**config.mk**
```make
export PLATFORM = sky130hd
export DESIGN_NAME = audio_frame_sequencer
export DESIGN_NICKNAME = d
export VERILOG_FILES = /design/src/afs_pkg.sv /design/src/afs_step_seq.sv /design/src/afs_sample_timer.sv /design/src/audio_frame_sequencer.sv
export SDC_FILE = /design/constraint.sdc
export NUM_CORES = 1
export LEC_CHECK = 0
export ABC_CLOCK_PERIOD_IN_PS = 2950
export BUFFER_PORTS_ARGS = -buffer_cell sky130_fd_sc_hd__buf_2
export CAP_MARGIN = 20
export CORE_UTILIZATION = 55
export CTS_BUF_LIST = sky130_fd_sc_hd__clkbuf_16
export DETAILED_ROUTE_END_ITERATION = 7
export GPL_TIMING_DRIVEN = 0
export PLACE_DENSITY = 0.88
export SLEW_MARGIN = 5
export SYNTH_ARGS = -nofsm -noshare
export SYNTH_HDL_FRONTEND = slang
export SYNTH_HIERARCHICAL = 1
export SYNTH_SLANG_ARGS = --single-unit
```
**constraint.sdc**
```tcl
create_clock -name i_clk -period 2.95 [get_ports i_clk]
set_input_delay 0.4425 -clock i_clk [delete_from_list [all_inputs] [get_ports i_clk]]
set_output_delay 0.4425 -clock i_clk [all_outputs]
set_load 0.05 [all_outputs]
```
**src/afs_pkg.sv**
```systemverilog
// Shared types and constants for the audio frame sequencer.
`default_nettype none

package afs_pkg;

    // Input command codes
    typedef enum logic [0:0] {
        CMD_TICK  = 1'b0,
        CMD_WRITE = 1'b1
    } t_cmd;

    // Configuration register indexes
    typedef enum logic [0:0] {
        CFG_QUARTER_DIVIDER = 1'b0,
        CFG_SAMPLE_PERIOD   = 1'b1
    } t_cfg_reg;

    localparam int unsigned DIV_W   = 16;
    localparam int unsigned COUNT_W = DIV_W + 1;
    localparam int unsigned STEP_W  = 3;

    localparam logic [DIV_W-1:0] QUARTER_DIVIDER_RESET = 16'd7457;
    localparam logic [DIV_W-1:0] SAMPLE_PERIOD_RESET   = 16'd40;

    // Frame counter register bits
    localparam int unsigned MODE_BIT_POS    = 7;
    localparam int unsigned INHIBIT_BIT_POS = 6;

    // Last step before the counter wraps, per mode
    localparam logic [STEP_W-1:0] STEP_LAST_FOUR = 3'd3;
    localparam logic [STEP_W-1:0] STEP_LAST_FIVE = 3'd4;

    // Pulses from the step sequencer for one word
    typedef struct packed {
        logic even_cycle;
        logic envelope_clock;
        logic sweep_clock;
        logic irq_raise;
        logic irq_clear;
    } t_seq_pulse;

    // One result word as held in the output register
    typedef struct packed {
        t_seq_pulse seq;
        logic       sample_strobe;
    } t_result;

endpackage

`default_nettype wire

```
**src/afs_step_seq.sv**
```systemverilog
// Parity, inhibit latch, quarter divider and 4/5-step sequencer.
`default_nettype none

module afs_step_seq
    import afs_pkg::*;
(
    input  wire logic             i_clk,
    input  wire logic             i_rst_n,
    input  wire logic             i_advance,
    input  wire logic             i_cmd,
    input  wire logic [7:0]       i_data_byte,
    input  wire logic [DIV_W-1:0] i_quarter_divider,
    output t_seq_pulse            o_pulse
);

    logic              r_parity,         n_parity;
    logic [DIV_W-1:0]  r_quarter_count,  n_quarter_count;
    logic [STEP_W-1:0] r_step_index,     n_step_index;
    logic              r_five_step_mode, n_five_step_mode;
    logic              r_irq_disable,    n_irq_disable;
    logic              r_latch_pending,  n_latch_pending;

    logic [COUNT_W-1:0] w_count_inc;
    logic [COUNT_W-1:0] w_div;
    logic               w_even;

    assign w_count_inc = {1'b0, r_quarter_count} + COUNT_W'(1);
    // A zero divider behaves like one
    assign w_div = (i_quarter_divider == '0) ? COUNT_W'(1) : {1'b0, i_quarter_divider};
    // Parity flips on this tick; the tick is even when the new parity is zero
    assign w_even = r_parity;

    always_comb begin
        n_parity         = r_parity;
        n_quarter_count  = r_quarter_count;
        n_step_index     = r_step_index;
        n_five_step_mode = r_five_step_mode;
        n_irq_disable    = r_irq_disable;
        n_latch_pending  = r_latch_pending;
        o_pulse          = '0;

        if (t_cmd'(i_cmd) == CMD_WRITE) begin
            n_five_step_mode = i_data_byte[MODE_BIT_POS];
            n_irq_disable    = i_data_byte[INHIBIT_BIT_POS];
            n_latch_pending  = 1'b1;
        end else begin
            n_parity           = ~r_parity;
            o_pulse.even_cycle = w_even;

            if (r_latch_pending && w_even) begin
                n_latch_pending   = 1'b0;
                o_pulse.irq_clear = r_irq_disable;
            end

            if (w_count_inc >= w_div) begin
                n_quarter_count = '0;
                if (r_five_step_mode) begin
                    o_pulse.sweep_clock    = (r_step_index == 3'd0) || (r_step_index == 3'd2);
                    o_pulse.envelope_clock = (r_step_index < STEP_LAST_FIVE);
                    n_step_index = (r_step_index >= STEP_LAST_FIVE) ? '0
                                                                    : r_step_index + 3'd1;
                end else begin
                    o_pulse.envelope_clock = 1'b1;
                    o_pulse.irq_raise      = (r_step_index == STEP_LAST_FOUR) && !r_irq_disable;
                    o_pulse.sweep_clock    = (r_step_index == 3'd1) ||
                                             (r_step_index == STEP_LAST_FOUR);
                    n_step_index = (r_step_index >= STEP_LAST_FOUR) ? '0
                                                                    : r_step_index + 3'd1;
                end
            end else begin
                n_quarter_count = w_count_inc[DIV_W-1:0];
            end
        end
    end

    always_ff @(posedge i_clk) begin
        if (!i_rst_n) begin
            r_parity         <= 1'b0;
            r_quarter_count  <= '0;
            r_step_index     <= '0;
            r_five_step_mode <= 1'b0;
            r_irq_disable    <= 1'b0;
            r_latch_pending  <= 1'b0;
        end else if (i_advance) begin
            r_parity         <= n_parity;
            r_quarter_count  <= n_quarter_count;
            r_step_index     <= n_step_index;
            r_five_step_mode <= n_five_step_mode;
            r_irq_disable    <= n_irq_disable;
            r_latch_pending  <= n_latch_pending;
        end
    end

endmodule

`default_nettype wire

```
**src/afs_sample_timer.sv**
```systemverilog
// Sample strobe timer with alternating period and period plus one.
`default_nettype none

module afs_sample_timer
    import afs_pkg::*;
(
    input  wire logic             i_clk,
    input  wire logic             i_rst_n,
    input  wire logic             i_tick,
    input  wire logic [DIV_W-1:0] i_sample_period,
    output logic                  o_strobe
);

    logic [COUNT_W-1:0] r_sample_countdown, n_sample_countdown;
    logic               r_interval_toggle,  n_interval_toggle;

    always_comb begin
        o_strobe           = 1'b0;
        n_interval_toggle  = r_interval_toggle;
        n_sample_countdown = r_sample_countdown;
        if (r_sample_countdown <= COUNT_W'(1)) begin
            o_strobe           = 1'b1;
            n_interval_toggle  = ~r_interval_toggle;
            // Reload with the toggled bit: the longer interval comes first
            n_sample_countdown = {1'b0, i_sample_period} + COUNT_W'(n_interval_toggle);
        end else begin
            n_sample_countdown = r_sample_countdown - COUNT_W'(1);
        end
    end

    always_ff @(posedge i_clk) begin
        if (!i_rst_n) begin
            r_sample_countdown <= {1'b0, SAMPLE_PERIOD_RESET};
            r_interval_toggle  <= 1'b0;
        end else if (i_tick) begin
            r_sample_countdown <= n_sample_countdown;
            r_interval_toggle  <= n_interval_toggle;
        end
    end

endmodule

`default_nettype wire

```
**src/audio_frame_sequencer.sv**
```systemverilog
// Top level of the audio frame sequencer: channels, config registers, word stages.
//
//   channel  dir  handshake                 payload
//   in       in   i_in_valid / o_in_ready   i_cmd, i_data_byte
//   out      out  o_out_valid / i_out_ready o_even_cycle, o_envelope_clock, o_sweep_clock,
//                                           o_irq_raise, o_irq_clear, o_sample_strobe
//   cfg      in   i_cfg_valid / o_cfg_ready i_cfg_index, i_cfg_data
//
// One word in, one word out. A word is held in the input register, passes the
// sequencer and sample timer logic, and lands in the output register; one word
// per cycle sustained while i_out_ready stays high.
// The input register takes a new word while a finished result waits at the output;
// only when both stages are full does o_in_ready drop.
// Reset is synchronous, active low; no clearing pass, config registers come up
// at 7457 and 40, the cfg port is always ready.
`default_nettype none

module audio_frame_sequencer
    import afs_pkg::*;
(
    input  wire logic             i_clk,
    input  wire logic             i_rst_n,

    input  wire logic             i_in_valid,
    output logic                  o_in_ready,
    input  wire logic             i_cmd,
    input  wire logic [7:0]       i_data_byte,

    output logic                  o_out_valid,
    input  wire logic             i_out_ready,
    output logic                  o_even_cycle,
    output logic                  o_envelope_clock,
    output logic                  o_sweep_clock,
    output logic                  o_irq_raise,
    output logic                  o_irq_clear,
    output logic                  o_sample_strobe,

    input  wire logic             i_cfg_valid,
    output logic                  o_cfg_ready,
    input  wire logic             i_cfg_index,
    input  wire logic [DIV_W-1:0] i_cfg_data
);

    // Configuration registers
    logic [DIV_W-1:0] r_quarter_divider;
    logic [DIV_W-1:0] r_sample_period;

    // Input stage
    logic       r_in_valid;
    logic       r_in_cmd;
    logic [7:0] r_in_data;

    // Output stage
    logic    r_out_valid;
    t_result r_result;
    t_result w_result;

    logic       w_move;
    logic       w_tick;
    t_seq_pulse w_pulse;
    logic       w_strobe;

    assign o_cfg_ready = 1'b1;

    always_ff @(posedge i_clk) begin
        if (!i_rst_n) begin
            r_quarter_divider <= QUARTER_DIVIDER_RESET;
            r_sample_period   <= SAMPLE_PERIOD_RESET;
        end else if (i_cfg_valid) begin
            unique case (t_cfg_reg'(i_cfg_index))
                CFG_QUARTER_DIVIDER: r_quarter_divider <= i_cfg_data;
                CFG_SAMPLE_PERIOD:   r_sample_period   <= i_cfg_data;
                default:             r_quarter_divider <= r_quarter_divider;
            endcase
        end
    end

    // Advance the held word when the output register is free or draining
    assign w_move     = r_in_valid && (!r_out_valid || i_out_ready);
    assign o_in_ready = !r_in_valid || w_move;
    assign w_tick     = w_move && (t_cmd'(r_in_cmd) == CMD_TICK);

    always_ff @(posedge i_clk) begin
        if (!i_rst_n) begin
            r_in_valid <= 1'b0;
        end else if (o_in_ready) begin
            r_in_valid <= i_in_valid;
        end
    end

    always_ff @(posedge i_clk) begin
        if (i_in_valid && o_in_ready) begin
            r_in_cmd  <= i_cmd;
            r_in_data <= i_data_byte;
        end
    end

    afs_step_seq u_step_seq (
        .i_clk             (i_clk),
        .i_rst_n           (i_rst_n),
        .i_advance         (w_move),
        .i_cmd             (r_in_cmd),
        .i_data_byte       (r_in_data),
        .i_quarter_divider (r_quarter_divider),
        .o_pulse           (w_pulse)
    );

    afs_sample_timer u_sample_timer (
        .i_clk           (i_clk),
        .i_rst_n         (i_rst_n),
        .i_tick          (w_tick),
        .i_sample_period (r_sample_period),
        .o_strobe        (w_strobe)
    );

    // A register write gives an all-zero word: drop the strobe unless ticking
    assign w_result.seq           = w_pulse;
    assign w_result.sample_strobe = w_strobe && (t_cmd'(r_in_cmd) == CMD_TICK);

    always_ff @(posedge i_clk) begin
        if (!i_rst_n) begin
            r_out_valid <= 1'b0;
        end else if (w_move) begin
            r_out_valid <= 1'b1;
        end else if (i_out_ready) begin
            r_out_valid <= 1'b0;
        end
    end

    always_ff @(posedge i_clk) begin
        if (w_move) begin
            r_result <= w_result;
        end
    end

    assign o_out_valid      = r_out_valid;
    assign o_even_cycle     = r_result.seq.even_cycle;
    assign o_envelope_clock = r_result.seq.envelope_clock;
    assign o_sweep_clock    = r_result.seq.sweep_clock;
    assign o_irq_raise      = r_result.seq.irq_raise;
    assign o_irq_clear      = r_result.seq.irq_clear;
    assign o_sample_strobe  = r_result.sample_strobe;

    // A frame IRQ only comes with a four-step envelope and sweep pulse
    a_irq_with_step: assert property (@(posedge i_clk) disable iff (!i_rst_n)
        o_out_valid && o_irq_raise |-> o_envelope_clock && o_sweep_clock)
        else $error("irq_raise without envelope and sweep clocks");

    // Every sweep step also clocks the envelopes
    a_sweep_with_env: assert property (@(posedge i_clk) disable iff (!i_rst_n)
        o_out_valid && o_sweep_clock |-> o_envelope_clock)
        else $error("sweep_clock without envelope_clock");

    // The inhibit latch fires only on even ticks, and never with a frame IRQ
    a_clear_even: assert property (@(posedge i_clk) disable iff (!i_rst_n)
        o_out_valid && o_irq_clear |-> o_even_cycle && !o_irq_raise)
        else $error("irq_clear on odd tick or together with irq_raise");

    // A word leaving the input stage is held in the output register next cycle
    a_move_lands: assert property (@(posedge i_clk) disable iff (!i_rst_n)
        w_move |=> r_out_valid)
        else $error("moved word lost before the output register");

endmodule

`default_nettype wire
```
### Yosys cells after proc, flatten, opt, wreduce, memory -nomap -nowiden

Cells that the tools add are included.

* output and inout bits: 9
* bits of input ports: 31
* bits in registers: 90
* word-level logic and storage cells: 77

* $add $sub $neg: 4
* multiplexer cells: 12
* $lt $le $gt $ge: 5
* reduce and logical (&&, ||, !) cells: 27
* bitwise operators: 6
* equal/unequal tests: 3

Operators by type and width (number)
* $mux 16: 2
* $add 16x1->17: 1
* $add 16x1->17 const B: 1
* $ge 17x17->1: 1
* $le 17x1->1 const B: 1
* $mux 17: 1
* $sub 17x1->17 const B: 1
* $logic_not 16->1: 1
* $reduce_and 2->1: 6
* $mux 3: 3
* $eq 3x2->1 const B: 2
* $logic_and 1x1->1: 6
* $not 1->1: 6
* $mux 1: 5
* $logic_or 1x1->1: 4
* $reduce_bool 2->1: 2
* $reduce_or 2->1: 2
* $add 3x1->3 const B: 1
* $eq 3x1->1 const B: 1
* $ge 3x2->1 const B: 1
* $ge 3x3->1 const B: 1
* $logic_not 1->1: 3
* $logic_not 3->1: 1
* $lt 3x3->1 const B: 1
* other kinds (3): 3

### Logic depth before layout (Yosys ltp)

* depth in word-level cells: 5
* depth in mapped cells: 14
* mapped depth without buffers: 12

### Modules after synthesis

Netlist, hierarchy kept.

By module, submodules not included
* afs_step_seq: cells each 248, area an instance 1946.9 um2, times used 1
* audio_frame_sequencer: cells each 162, area an instance 1835.5 um2, times used 1
* afs_sample_timer: cells each 171, area an instance 1368.8 um2, times used 1

### Least setup slack after synthesis

OpenSTA, ideal clock, no wires.

* kind: reg2reg
* from: register u_step_seq.r_quarter_count[2]
* to: register u_step_seq.r_quarter_count[9]
* slack: -0.075 ns
* clock period less this slack: 3.025 ns
* arrival time: 2.951 ns
* data required time: 2.876 ns
* cell stages (with the launch flop): 13
* library setup time: 0.074 ns
* path through: dfxtp_1 buf_2 nand3_1 nor2_1 nand3_1 xnor2_1 ha_1 and3_1 a221o_1 nand2_1 nand4_1 or4_1 a31oi_1

* cells in the longest elaborated chain, start to end: 3

RTL lines
* start: declaration: RTL line afs_step_seq.sv:17 `logic [DIV_W-1:0] r_quarter_count, n_quarter_count;`
* start signal: assignment: RTL line afs_step_seq.sv:86 `r_quarter_count <= n_quarter_count;`
* $add 16x1->17 (*): RTL line afs_step_seq.sv:27 `assign w_count_inc = {1'b0, r_quarter_count} + COUNT_W'(1);`
* $ge 17x17->1: RTL line afs_step_seq.sv:55 `if (w_count_inc >= w_div) begin`
* $mux 16 (*): RTL line afs_step_seq.sv:55

Every way passes the cells marked *; elsewhere a longest branch is shown, timed or not.
A chain may end at the register's enable or synchronous reset.

### Final worst setup path

* from: register u_step_seq.r_quarter_count[0]
* to: register u_step_seq.r_quarter_count[0]

Same word-level chain as after synthesis.

==> flow_metrics.py <==
metrics = {
    "timing": {
        "layout_setup_ws_ps": -181.2,
        "final-hold-violation-count": 0,
        "finalSetupTns_ps": -1607,
        "timing.final.max_slew_violations": 0,
        "fin_crit_sh_pct": 106.1,
        "finalSetupViolations": 17,
        "finalClockSkew_ps": 15.34,
        "worst_pin_slew_ps": 891.1,
        "maxSlewHeadroom_pct": 40.47,
        "fmax_mhz": 319.4,
        "finalWorstPathRequiredPeriod_ps": 3131,
        "rsz0062_at_grt": "yes",
    },
    "die": {
        "die_y_um": 97.07,
        "initial_utilization_pct": 57.00,
        "ioPinCount": 40,
        "core_mm2": 0.008721,
        "die_w_um": 97.07,
        "row_count": 34,
        "dieArea_mm2": 0.009423,
    },
    "clock_tree": {
        "clockBufferDepth": 2,
        "cts_made_buffers": 9,
        "worst_skew_pair.late_latency_ps": 340,
        "ctsHoldBuffers": 0,
        "clock-sinks": 84,
        "clk_pin_slew_ps": 70,
        "cts_tree": "built",
        "htree_levels": 3,
        "clock-root-buffer": "clkbuf_16",
    },
    "grt": {
        "grt_pass1_wl_um": 24160,
        "grt_pass1_vias": 5045,
        "grtUsageTotal_pct": 31.61,
        "antenna_found_initial": 0,
        "grt_max_degree": 17,
        "overflow": 0,
    },
    "run_status": {
        "violations": "negative setup slack",
        "outcome": "finished, violations left",
    },
    "placed_design": {
        "gp_congestion": 0.9547,
        "dpl.cell_count": 715,
        "port_buffers": 32,
        "place_area_mm2": 0.005274,
        "hpwl_um": 9190,
    },
    "setup_path": {
        "cp.arrival_ps": 3390,
        "crit_chain": "ha_4, and3_4, nand4_1, xnor2_2, ha_1, and3_4, a221o_1, nand2_2, nand4_1, buf_6, buf_4, or3_1, a21oi_2",
        "cp.required_ps": 3210,
        "critPathCaptureType": "flip-flop",
        "crit_fanout": 6,
        "crit_family": "simple AND/OR/NAND/NOR gates",
        "cp-start-kind": "flip-flop",
        "path_buf_inv": 2,
        "crit_path_top_delay_cell": "dfxtp_4",
        "critPathKind": "flip-flop to flip-flop",
        "cpPeakStageDelay_ps": 400,
    },
    "min_path": {
        "hp-class": "input pin to flip-flop",
    },
    "job": {
        "drv_cap": 0,
    },
    "detailed_routing": {
        "dr.pass1.iters": 6,
        "vias": 5255,
        "via_per_inst": 6.763,
        "routedWlPerCell_um": 21.33,
        "antenna_left": 0,
        "drc_errors": 0,
        "drt_wl_total_um": 16570,
        "drt_iter0_markers": 478,
    },
    "power_and_ir_drop": {
        "power_mw": 2.813,
        "powerDensity_mw_per_mm2": 450.2,
        "worst_ir_drop_vdd_v": 0.0004159,
        "p_leak_nw": 2.482,
    },
    "cells_and_area": {
        "nFillCells": 569,
        "num_antenna_cells": 0,
        "layout.nets": 722,
        "final_layout_size_suffix_gt1_share_pct": 27.20,
        "fin_area_mm2": 0.006247,
        "final_cell_count_no_fill": 777,
        "synthToLayoutAreaGrowth_pct": 25.67,
    },
    "logic_synthesis": {
        "syn_nets": 633,
        "synthCells": 575,
        "syn_avg_cell_area_um2": 8.645,
        "synth_warnings": 6,
        "syn_area_mm2": 0.004971,
    },
}
## cell usage in the layout, fill, tap and decap left out, types with 12 or more instances in the layout
cell / instances
nand2_1: 75
dfxtp_1: 67
buf_4: 48
buf_2: 42
inv_1: 35
ha_1: 25
mux2i_1: 23
nand4_1: 22
nand3_1: 20
nor2_1: 16
o21ai_0: 15
xnor2_1: 15
nor3_1: 14
clkbuf_1: 12
a21oi_1: 12
## flip-flops by register name, summed over array words and instances, names as in the netlist, 2 cells and up
name and flops:
r_quarter_divider 16, u_step_seq/r_quarter_count 16, u_step_seq/r_step_index 3, u_sample_timer/r_sample_countdown 17
r_in_data 2, r_sample_period 16
## what timing repair did
item / in CTS / in global routing
gates cloned: 0 / 2
pin swaps: 11 / 34
endpoints found under the setup margin: 22 / 21
resized for setup: 31 / 33
buffers inserted: 29 / 17
## area by class of cell
type                       instances  area (um2)  share of cell area (%)
sequential                        84        1789                   28.64
clock buffer                       9       225.2                   3.605
timing repair buffer              79       551.8                   8.832
tap                              108       135.1                   2.163
multi-input combinational        422        3100                   49.63
buffer                            33       211.5                   3.385
clock inverter                     7       102.6                   1.642
inverter                          35       131.4                   2.103
## layer usage
layer | vias up | share of wire [%] | GRT usage (%)
met5 | - | 0 | 0
met4 | 0 | 7.3 | 18.83
met3 | 134 | 9.4 | 6.619
met2 | 428 | 47 | 54.50
met1 | 2440 | 36 | 35.91
li1 | 2253 | - | -
## per-stage QoR
step,utilization [%],hold WS (ps),setup WS (ps)
after floorplan,-,431.9,15.34
final,71.64,276.2,-181.2
after detailed placement,60.47,455.8,-517.1
after CTS,68.06,269.2,8.174
after global routing,71.64,256.5,-235.8
after global placement,60.47,439.6,-400.1
## report_power, final
part	total, mW	internal (mW)	leakage, nW	switching [mW]
sequential	1.24	1.19	0.704	0.0491
combinational	0.293	0.115	1.62	0.178
clock	1.28	0.757	0.163	0.523
total	2.81	2.06	2.48	0.750
## worst paths after layout
kind | from | end | slack, ps | depth (start not counted)
hold reg to reg | u_step_seq/r_latch_pending$_SDFFE_PN0P_ | u_step_seq/r_latch_pending$_SDFFE_PN0P_ | 470 | 2
hold / removal | i_data_byte[7] | r_in_data[7]$_DFFE_PP_ | 280 | 1
setup reg to reg | u_step_seq/r_quarter_count[0]$_SDFFE_PN0P_ | u_step_seq/r_quarter_count[0]$_SDFFE_PN0P_ | -180 | 13
setup / recovery | u_step_seq/r_quarter_count[0]$_SDFFE_PN0P_ | u_step_seq/r_quarter_count[0]$_SDFFE_PN0P_ | -180 | 13
Power figures use the tool's default switching activity.
